===== config.mk =====
export PLATFORM = sky130hd
export DESIGN_NAME = uart_register_block_core
export DESIGN_NICKNAME = d
export VERILOG_FILES = /design/src/rtl/core/uart_rb_pkg.sv /design/src/rtl/core/uart_rb_regfile.sv /design/src/rtl/core/uart_register_block_core.sv
export SDC_FILE = /design/constraint.sdc
export NUM_CORES = 1
export LEC_CHECK = 0
export ABC_AREA = 1
export BUFFER_PORTS_ARGS = -buffer_cell sky130_fd_sc_hd__buf_4
export CAP_MARGIN = 20
export CORE_MARGIN = 10
export CORE_UTILIZATION = 53
export DETAILED_ROUTE_END_ITERATION = 7
export GPL_ROUTABILITY_DRIVEN = 1
export PLACE_DENSITY = 0.74
export RECOVER_POWER = 50
export SLEW_MARGIN = 20
export SYNTH_ARGS = -nofsm -noshare
export SYNTH_HDL_FRONTEND = slang
export SYNTH_HIERARCHICAL = 1
export SYNTH_SLANG_ARGS = --single-unit

===== constraint.sdc =====
create_clock -name clk -period 4.8 [get_ports clk]
set_input_delay 0.48 -clock clk [delete_from_list [all_inputs] [get_ports clk]]
set_output_delay 0.48 -clock clk [all_outputs]
set_load 0.01 [all_outputs]

===== src/rtl/core/uart_rb_pkg.sv =====
// Shared types, register offsets, bit positions and the status reset value for the USART register block.
package uart_rb_pkg;

	// register byte offsets
	localparam logic [7:0] OFF_STATUS  = 8'd0;
	localparam logic [7:0] OFF_DATA    = 8'd4;
	localparam logic [7:0] OFF_BAUD    = 8'd8;
	localparam logic [7:0] OFF_CTRL1   = 8'd12;
	localparam logic [7:0] OFF_CTRL2   = 8'd16;
	localparam logic [7:0] OFF_CTRL3   = 8'd20;
	localparam logic [7:0] OFF_GUARD   = 8'd24;

	// access kinds
	localparam logic CMD_READ  = 1'b0;
	localparam logic CMD_WRITE = 1'b1;

	// status bits
	localparam int SR_RXNE = 5;
	localparam int SR_TXE  = 7;

	// control one bits
	localparam int C1_RE     = 2;
	localparam int C1_TE     = 3;
	localparam int C1_RXNEIE = 5;
	localparam int C1_TXEIE  = 7;
	localparam int C1_UE     = 13;

	localparam logic [9:0] STATUS_RESET = 10'h0C0;

	typedef struct packed {
		logic        cmd;
		logic [7:0]  reg_offset;
		logic [31:0] write_data;
		logic        peer_has_data;
		logic [7:0]  peer_byte;
		logic        peer_has_more;
	} req_t;

	typedef struct packed {
		logic [15:0] read_data;
		logic        irq;
		logic        tx_valid;
		logic [7:0]  tx_byte;
		logic        peer_taken;
		logic        bad_access;
	} rsp_t;

endpackage


===== src/rtl/core/uart_rb_regfile.sv =====
// Register state and single-pass access logic of the USART register block.
module uart_rb_regfile (
	input  logic              clk,
	input  logic              arst_n,
	input  logic              en,
	input  uart_rb_pkg::req_t req,
	output uart_rb_pkg::rsp_t rsp
);

	logic [9:0]  status_q, status_d;
	logic [9:0]  data_q, data_d;
	logic [15:0] baud_q, baud_d;
	logic [13:0] ctrl1_q, ctrl1_d;
	logic [14:0] ctrl2_q, ctrl2_d;
	logic [10:0] ctrl3_q, ctrl3_d;
	logic [15:0] guard_q, guard_d;

	logic ue_te;
	logic ue_re;

	assign ue_te = ctrl1_q[uart_rb_pkg::C1_UE] & ctrl1_q[uart_rb_pkg::C1_TE];
	assign ue_re = ctrl1_q[uart_rb_pkg::C1_UE] & ctrl1_q[uart_rb_pkg::C1_RE];

	always_comb begin
		status_d = status_q;
		data_d   = data_q;
		baud_d   = baud_q;
		ctrl1_d  = ctrl1_q;
		ctrl2_d  = ctrl2_q;
		ctrl3_d  = ctrl3_q;
		guard_d  = guard_q;
		rsp      = '0;

		if (req.cmd == uart_rb_pkg::CMD_WRITE) begin
			case (req.reg_offset)
				uart_rb_pkg::OFF_STATUS: status_d = status_q & req.write_data[9:0];
				uart_rb_pkg::OFF_DATA: begin
					data_d = req.write_data[9:0];
					if (ue_te) begin
						rsp.tx_valid = 1'b1;
						rsp.tx_byte  = req.write_data[7:0];
						if (req.peer_has_data && ctrl1_q[uart_rb_pkg::C1_RE])
							status_d[uart_rb_pkg::SR_RXNE] = 1'b1;
					end
					status_d[uart_rb_pkg::SR_TXE] = 1'b1;
				end
				uart_rb_pkg::OFF_BAUD:  baud_d  = req.write_data[15:0];
				uart_rb_pkg::OFF_CTRL1: ctrl1_d = req.write_data[13:0];
				uart_rb_pkg::OFF_CTRL2: ctrl2_d = req.write_data[14:0];
				uart_rb_pkg::OFF_CTRL3: ctrl3_d = req.write_data[10:0];
				uart_rb_pkg::OFF_GUARD: guard_d = req.write_data[15:0];
				default: rsp.bad_access = 1'b1;
			endcase
			// irq from the post-write control and status values
			rsp.irq = ctrl1_d[uart_rb_pkg::C1_UE] & ctrl1_d[uart_rb_pkg::C1_TE] &
				((ctrl1_d[uart_rb_pkg::C1_TXEIE] & status_d[uart_rb_pkg::SR_TXE]) |
				 (ctrl1_d[uart_rb_pkg::C1_RE] & ctrl1_d[uart_rb_pkg::C1_RXNEIE] &
				  status_d[uart_rb_pkg::SR_RXNE]));
		end else begin
			case (req.reg_offset)
				uart_rb_pkg::OFF_STATUS: rsp.read_data = {6'b0, status_q};
				uart_rb_pkg::OFF_DATA: begin
					status_d[uart_rb_pkg::SR_RXNE] = 1'b0;
					if (ue_re) begin
						if (req.peer_has_data) begin
							data_d         = {2'b0, req.peer_byte};
							rsp.peer_taken = 1'b1;
							if (req.peer_has_more)
								status_d[uart_rb_pkg::SR_RXNE] = 1'b1;
						end
						rsp.irq = ctrl1_q[uart_rb_pkg::C1_RXNEIE] &
							status_d[uart_rb_pkg::SR_RXNE];
					end
					rsp.read_data = {6'b0, data_d};
				end
				uart_rb_pkg::OFF_BAUD:  rsp.read_data = baud_q;
				uart_rb_pkg::OFF_CTRL1: rsp.read_data = {2'b0, ctrl1_q};
				uart_rb_pkg::OFF_CTRL2: rsp.read_data = {1'b0, ctrl2_q};
				uart_rb_pkg::OFF_CTRL3: rsp.read_data = {5'b0, ctrl3_q};
				uart_rb_pkg::OFF_GUARD: rsp.read_data = guard_q;
				default: rsp.bad_access = 1'b1;
			endcase
		end
	end

	always_ff @(posedge clk or negedge arst_n) begin
		if (!arst_n) begin
			status_q <= uart_rb_pkg::STATUS_RESET;
			data_q   <= '0;
			baud_q   <= '0;
			ctrl1_q  <= '0;
			ctrl2_q  <= '0;
			ctrl3_q  <= '0;
			guard_q  <= '0;
		end else if (en) begin
			status_q <= status_d;
			data_q   <= data_d;
			baud_q   <= baud_d;
			ctrl1_q  <= ctrl1_d;
			ctrl2_q  <= ctrl2_d;
			ctrl3_q  <= ctrl3_d;
			guard_q  <= guard_d;
		end
	end

endmodule


===== src/rtl/core/uart_register_block_core.sv =====
// Top level of the USART register block: input stage, register file, result register.
//
// channel | dir | tdata fields (low bit up)                              | tuser
// s_axis  | in  | reg_offset, write_data, peer_has_data, peer_byte,      | cmd
//         |     | peer_has_more, zero pad to 56 bits                      |
// m_axis  | out | read_data, irq, tx_valid, tx_byte, peer_taken,          | none
//         |     | bad_access, zero pad to 32 bits                         |
//
// One transaction per cycle sustained while m_axis does not stall. The input
// register feeds the register-file access logic, whose result and state
// update land in the same edge into the result register.
// Reset (arst_n low) clears both stage valids and returns the register-file
// registers to their reset values; status comes up with TXE and bit 6 set.
// A stall on m_axis holds the result register and the input stage; s_tready
// stays high as long as the input stage is empty or can move on.
module uart_register_block_core (
	input  logic        clk,
	input  logic        arst_n,
	input  logic        s_tvalid,
	output logic        s_tready,
	// [7:0] reg_offset, [39:8] write_data, [40] peer_has_data,
	// [48:41] peer_byte, [49] peer_has_more, [55:50] zero
	input  logic [55:0] s_tdata,
	// [0] cmd
	input  logic        s_tuser,
	output logic        m_tvalid,
	input  logic        m_tready,
	// [15:0] read_data, [16] irq, [17] tx_valid, [25:18] tx_byte,
	// [26] peer_taken, [27] bad_access, [31:28] zero
	output logic [31:0] m_tdata
);

	uart_rb_pkg::req_t req_s1;
	logic              valid_s1;
	uart_rb_pkg::rsp_t rsp;
	uart_rb_pkg::rsp_t rsp_q;
	logic              out_valid_q;
	logic              advance;

	// stage 1 moves into the result register when that register is free
	assign advance  = valid_s1 & (~out_valid_q | m_tready);
	assign s_tready = ~valid_s1 | advance;

	always_ff @(posedge clk or negedge arst_n) begin
		if (!arst_n) begin
			valid_s1 <= 1'b0;
		end else if (s_tready) begin
			valid_s1 <= s_tvalid;
		end
	end

	always_ff @(posedge clk) begin
		if (s_tready && s_tvalid) begin
			req_s1.cmd           <= s_tuser;
			req_s1.reg_offset    <= s_tdata[7:0];
			req_s1.write_data    <= s_tdata[39:8];
			req_s1.peer_has_data <= s_tdata[40];
			req_s1.peer_byte     <= s_tdata[48:41];
			req_s1.peer_has_more <= s_tdata[49];
		end
	end

	// state commits only when the transaction leaves stage 1
	uart_rb_regfile u_regfile (
		.clk    (clk),
		.arst_n (arst_n),
		.en     (advance),
		.req    (req_s1),
		.rsp    (rsp)
	);

	always_ff @(posedge clk or negedge arst_n) begin
		if (!arst_n) begin
			out_valid_q <= 1'b0;
		end else if (~out_valid_q | m_tready) begin
			out_valid_q <= valid_s1;
		end
	end

	always_ff @(posedge clk) begin
		if (advance)
			rsp_q <= rsp;
	end

	assign m_tvalid = out_valid_q;
	assign m_tdata  = {4'b0, rsp_q.bad_access, rsp_q.peer_taken, rsp_q.tx_byte,
		rsp_q.tx_valid, rsp_q.irq, rsp_q.read_data};

endmodule


# Yosys cells after proc, flatten, opt, wreduce, memory -nomap -nowiden
# Index checks and enable logic that the tools add are counted.
# op_classes
eq_ne	7
n_mux	28
bitwise	17
n_reduce_logical	17
# ops
op	n
case mux 16 bit (7 select lines)	1
two-way mux 10 bit	5
two-way mux 14 bit	2
== test 8 x 5 -> 1 bit, second input constant	3
AND reduction 3 bit	7
two-way mux 1 bit	17
== test 8 x 4 -> 1 bit, second input constant	2
AND 10 bit	1
AND 1 bit	9
two-way mux 9 bit	1
== test 8 x 3 -> 1 bit, second input constant	1
logical NOT 8 bit	1
AND reduction 2 bit	4
OR reduction 7 bit	1
inverter 1 bit	4
case mux 1 bit (2 select lines)	2
OR 1 bit	3
OR reduction 3 bit	1
logical AND 1 bit	2
inequality test 2 x 1 -> 1 bit, second input constant	1
nonzero test 2 bit	1
# word_totals
register_bits	157
word_cells	93

# Logic depth before layout (Yosys ltp)
# depth
word_depth	9
depth_mapped	11
ltp_nobuf	11

# Modules after synthesis
# The synthesis kept the hierarchy.
# by_module_without_submodules
mod	n_inst	cells_each	area_per_inst_um2	seq_area_each_um2
uart_rb_regfile	1	608	4748.3	2304.7
uart_register_block_core	1	96	2501.1	2422.3

# Worst setup path before layout
# OpenSTA, ideal clock, no wires.
# synth_path
path_type	in2reg
from	input port m_tready
to	register u_regfile.ctrl3_q[5]
setup_ns	0.119
arrival_time_ns	3.117
required_ns	4.681
setup_slack_ns	1.564
path_stages	8
n_path_buf	2
cell_sequence	inv_2 -> a21oi_1 -> nand2_1 -> buf_1 -> nor2_2 -> buf_4 -> nand2_1 -> o21a_1
# synth_between
elab_chain_cells	3
# synth_lines
element	line	rtl
start: declaration	uart_register_block_core.sv:27	input logic m_tready,
OR 1 bit	uart_register_block_core.sv:41	assign advance = valid_s1 & (~out_valid_q | m_tready);
AND 1 bit	uart_register_block_core.sv:41	
named net advance	uart_register_block_core.sv:38	logic advance;
AND reduction 3 bit (no source line)	n/a	
end signal: assignment	uart_rb_regfile.sv:101	ctrl3_q <= ctrl3_d;
end: declaration	uart_rb_regfile.sv:15	logic [10:0] ctrl3_q, ctrl3_d;
# The timed path passes the listed nets, and every way through them passes these cells.
# A chain may end at the register's enable or synchronous reset.

==> qor.txt <==
Status -> finished, violations left
Failing checks -> capacitance limit, slew limit
DIE AREA -> 0.0177 mm²
Fraction of layout cells with a size suffix above 1 -> 14.4%
Nets -> 813
Core ar. -> 0.0126 mm²
Fin. Hold Viols -> 0
Largest net degree at the start of global routing -> 68
Peak supply drop -> 0.245 mV
CTS tree -> done
Routability cong. -> 0.897
Worst R2R Setup Slack -> 1.66 ns
Pwr Density -> 380 mW/mm²
P_leak -> 0.00344 µW
Clk sinks -> 157
I/O pins -> 95
Routed Wire Length -> 16300 µm
Clock root buffer -> clkbuf_16
Crit path time final -> 3.39 ns
Core Rows -> 41
Detail Route Antenna Nets -> 0
Setup Crit Path Kind -> input pin to async pin
Worst R2R End -> u_regfile/baud_q[14]$_DFFE_PN0P_
# setup viols final -> 0
YS warnings -> 6
First-pass GRT wire length -> 26300 µm
Crit path arrival time -> 3.60 ns
RSZ-0062 raised after global routing -> false
GRT Util Overall -> 18.5%
Drc violations -> 0
Most common cell after layout, fill and taps aside -> nand2_1
Most frequent cells in the layout -> 197 x nand2_1, 92 x dfrtp_1, 63 x edfxtp_1, 52 x inv_1, 45 x a21oi_1
CP startpoint kind -> input pin
Iteration-0 DRC count of the detailed router -> 490
Area Growth Syn to Fin -> 14.6%
Diodes inserted -> 0
Clk_skew -> 0.00751 ns
Skew-Pair Late Insertion Delay -> 0.41 ns
Maxcap violations -> 3
H-tree Lvls -> 4
Fin crit share -> 70.7%
Initial Utilization -> 53.9%
IO Port Bufs -> 68
Slowest CP cell -> clkbuf_2
Post-place instance area -> 0.00733 mm²
Worst Tran Pin Value -> 1.81 ns
Mapped Area -> 0.00677 mm²
Fin. max-slew vios -> 133
Place WS -> 1.80 ns
Grt total ovfl -> 0
Hold_sp -> s_tdata[46]
Number of global-route vias before repair -> 5146
Final WS setup -> 1.41 ns
Post_cts resized -> 0
Fmax -> 295 MHz
DR vias/cell -> 5.48
Min-Delay Path Class -> input pin to flip-flop
Util after Layout -> 61.7%
Die width -> 133 µm
Worst path cell trace -> dlygate4sd3_1 -> clkbuf_1 -> clkbuf_2
Syn_area_per_cell -> 9.84 µm²
Via count -> 5139
CTS Buf Count -> 17
R2r worst-path depth -> 8
R2r startpoint -> req_s1[42]$_DFFE_PP_
Hold path endpoint -> req_s1[6]$_DFFE_PP_
Setup_tns -> 0 ns
Syn Inst Count -> 688
Post-CTS Setup Inserts -> 0
Final Cell Area -> 0.00776 mm²
Worst Setup End Kind -> async pin
Worst-path clk slew -> 0.06 ns
Non-filler cells in the finished layout -> 937
DR pass1 iterations -> 5
HPWL after DPL -> 10700 µm
Worst slew margin -> -20.6%
Cells after DPL -> 904
WL per Instance -> 17.4 µm
Initial antenna violation count -> 0
Hold Path Stages -> 1
Crit-path max cell delay -> 1.38 ns
Worst EP required -> 5.01 ns
Clock Tree Buf Depth -> 2
Buf+Inv Stages, Crit Path -> 3
Die span in y -> 133 µm
CP delay by family, top -> buffers and inverters
Crit-path max FO -> 67
-- sequential cells by signal, indices dropped and copies added (netlist names) --
signal / flops
u_regfile/guard_q: 16
u_regfile/status_q: 10
u_regfile/data_q: 10
u_regfile/ctrl3_q: 11
m_tvalid: 1
u_regfile/ctrl1_q: 14
req_s1: 35
u_regfile/ctrl2_q: 15
m_tdata: 28
u_regfile/baud_q: 16
valid_s1: 1
-- repair_timing --
action,4_1_cts,5_1_grt
hold endpoints to repair,11,0
setup endpoints to repair,0,0
hold buffers,1,0
-- routing by layer --
metal	GRT usage, %	share of wire (%)
met5	0	0
met2	31.0	49
met4	6.48	1.8
met3	4.13	7.4
met1	23.0	41
-- stage by stage --
stage / hold WS [ns] / total power [µW]
detailed placement: 0.430 / 1740
CTS: 0.231 / 2980
global placement: 0.425 / 1730
global route: 0.247 / 3050
finish: 0.262 / 2950
floorplan: 0.184 / 1630
-- power by group --
group / internal, µW / leakage [µW] / switching (µW)
logic: 58.1 / 0.00131 / 128
clock network: 742 / 0.000263 / 513
registers: 1470 / 0.00187 / 36.3
total: 2270 / 0.00344 / 677
-- how the worst max path moves through the flow --
stage          cells after the start                           endpoint                 start
2_1_floorplan                      8   u_regfile/ctrl3_q[5]$_DFFE_PN0P_              m_tready
3_3_place_gp                       8  u_regfile/ctrl2_q[12]$_DFFE_PN0P_              m_tready
3_5_place_dp                       8  u_regfile/ctrl2_q[10]$_DFFE_PN0P_              m_tready
4_1_cts                            6   u_regfile/ctrl2_q[5]$_DFFE_PN0P_  m_tvalid$_DFFE_PN0P_
5_1_grt                            3   u_regfile/ctrl3_q[0]$_DFFE_PN0P_                arst_n
6_report                           3   u_regfile/ctrl2_q[0]$_DFFE_PN0P_                arst_n
-- area by class of cell --
type	count	area [µm²]
clock buffers	23	468
clock inverters	9	88.8
fillers	1065	4810
inverters	60	229
multi-input cells	442	2080
flip-flops and latches	157	4250
well taps	172	215
repair buffers	74	432
(Power assumes the default switching activity.)
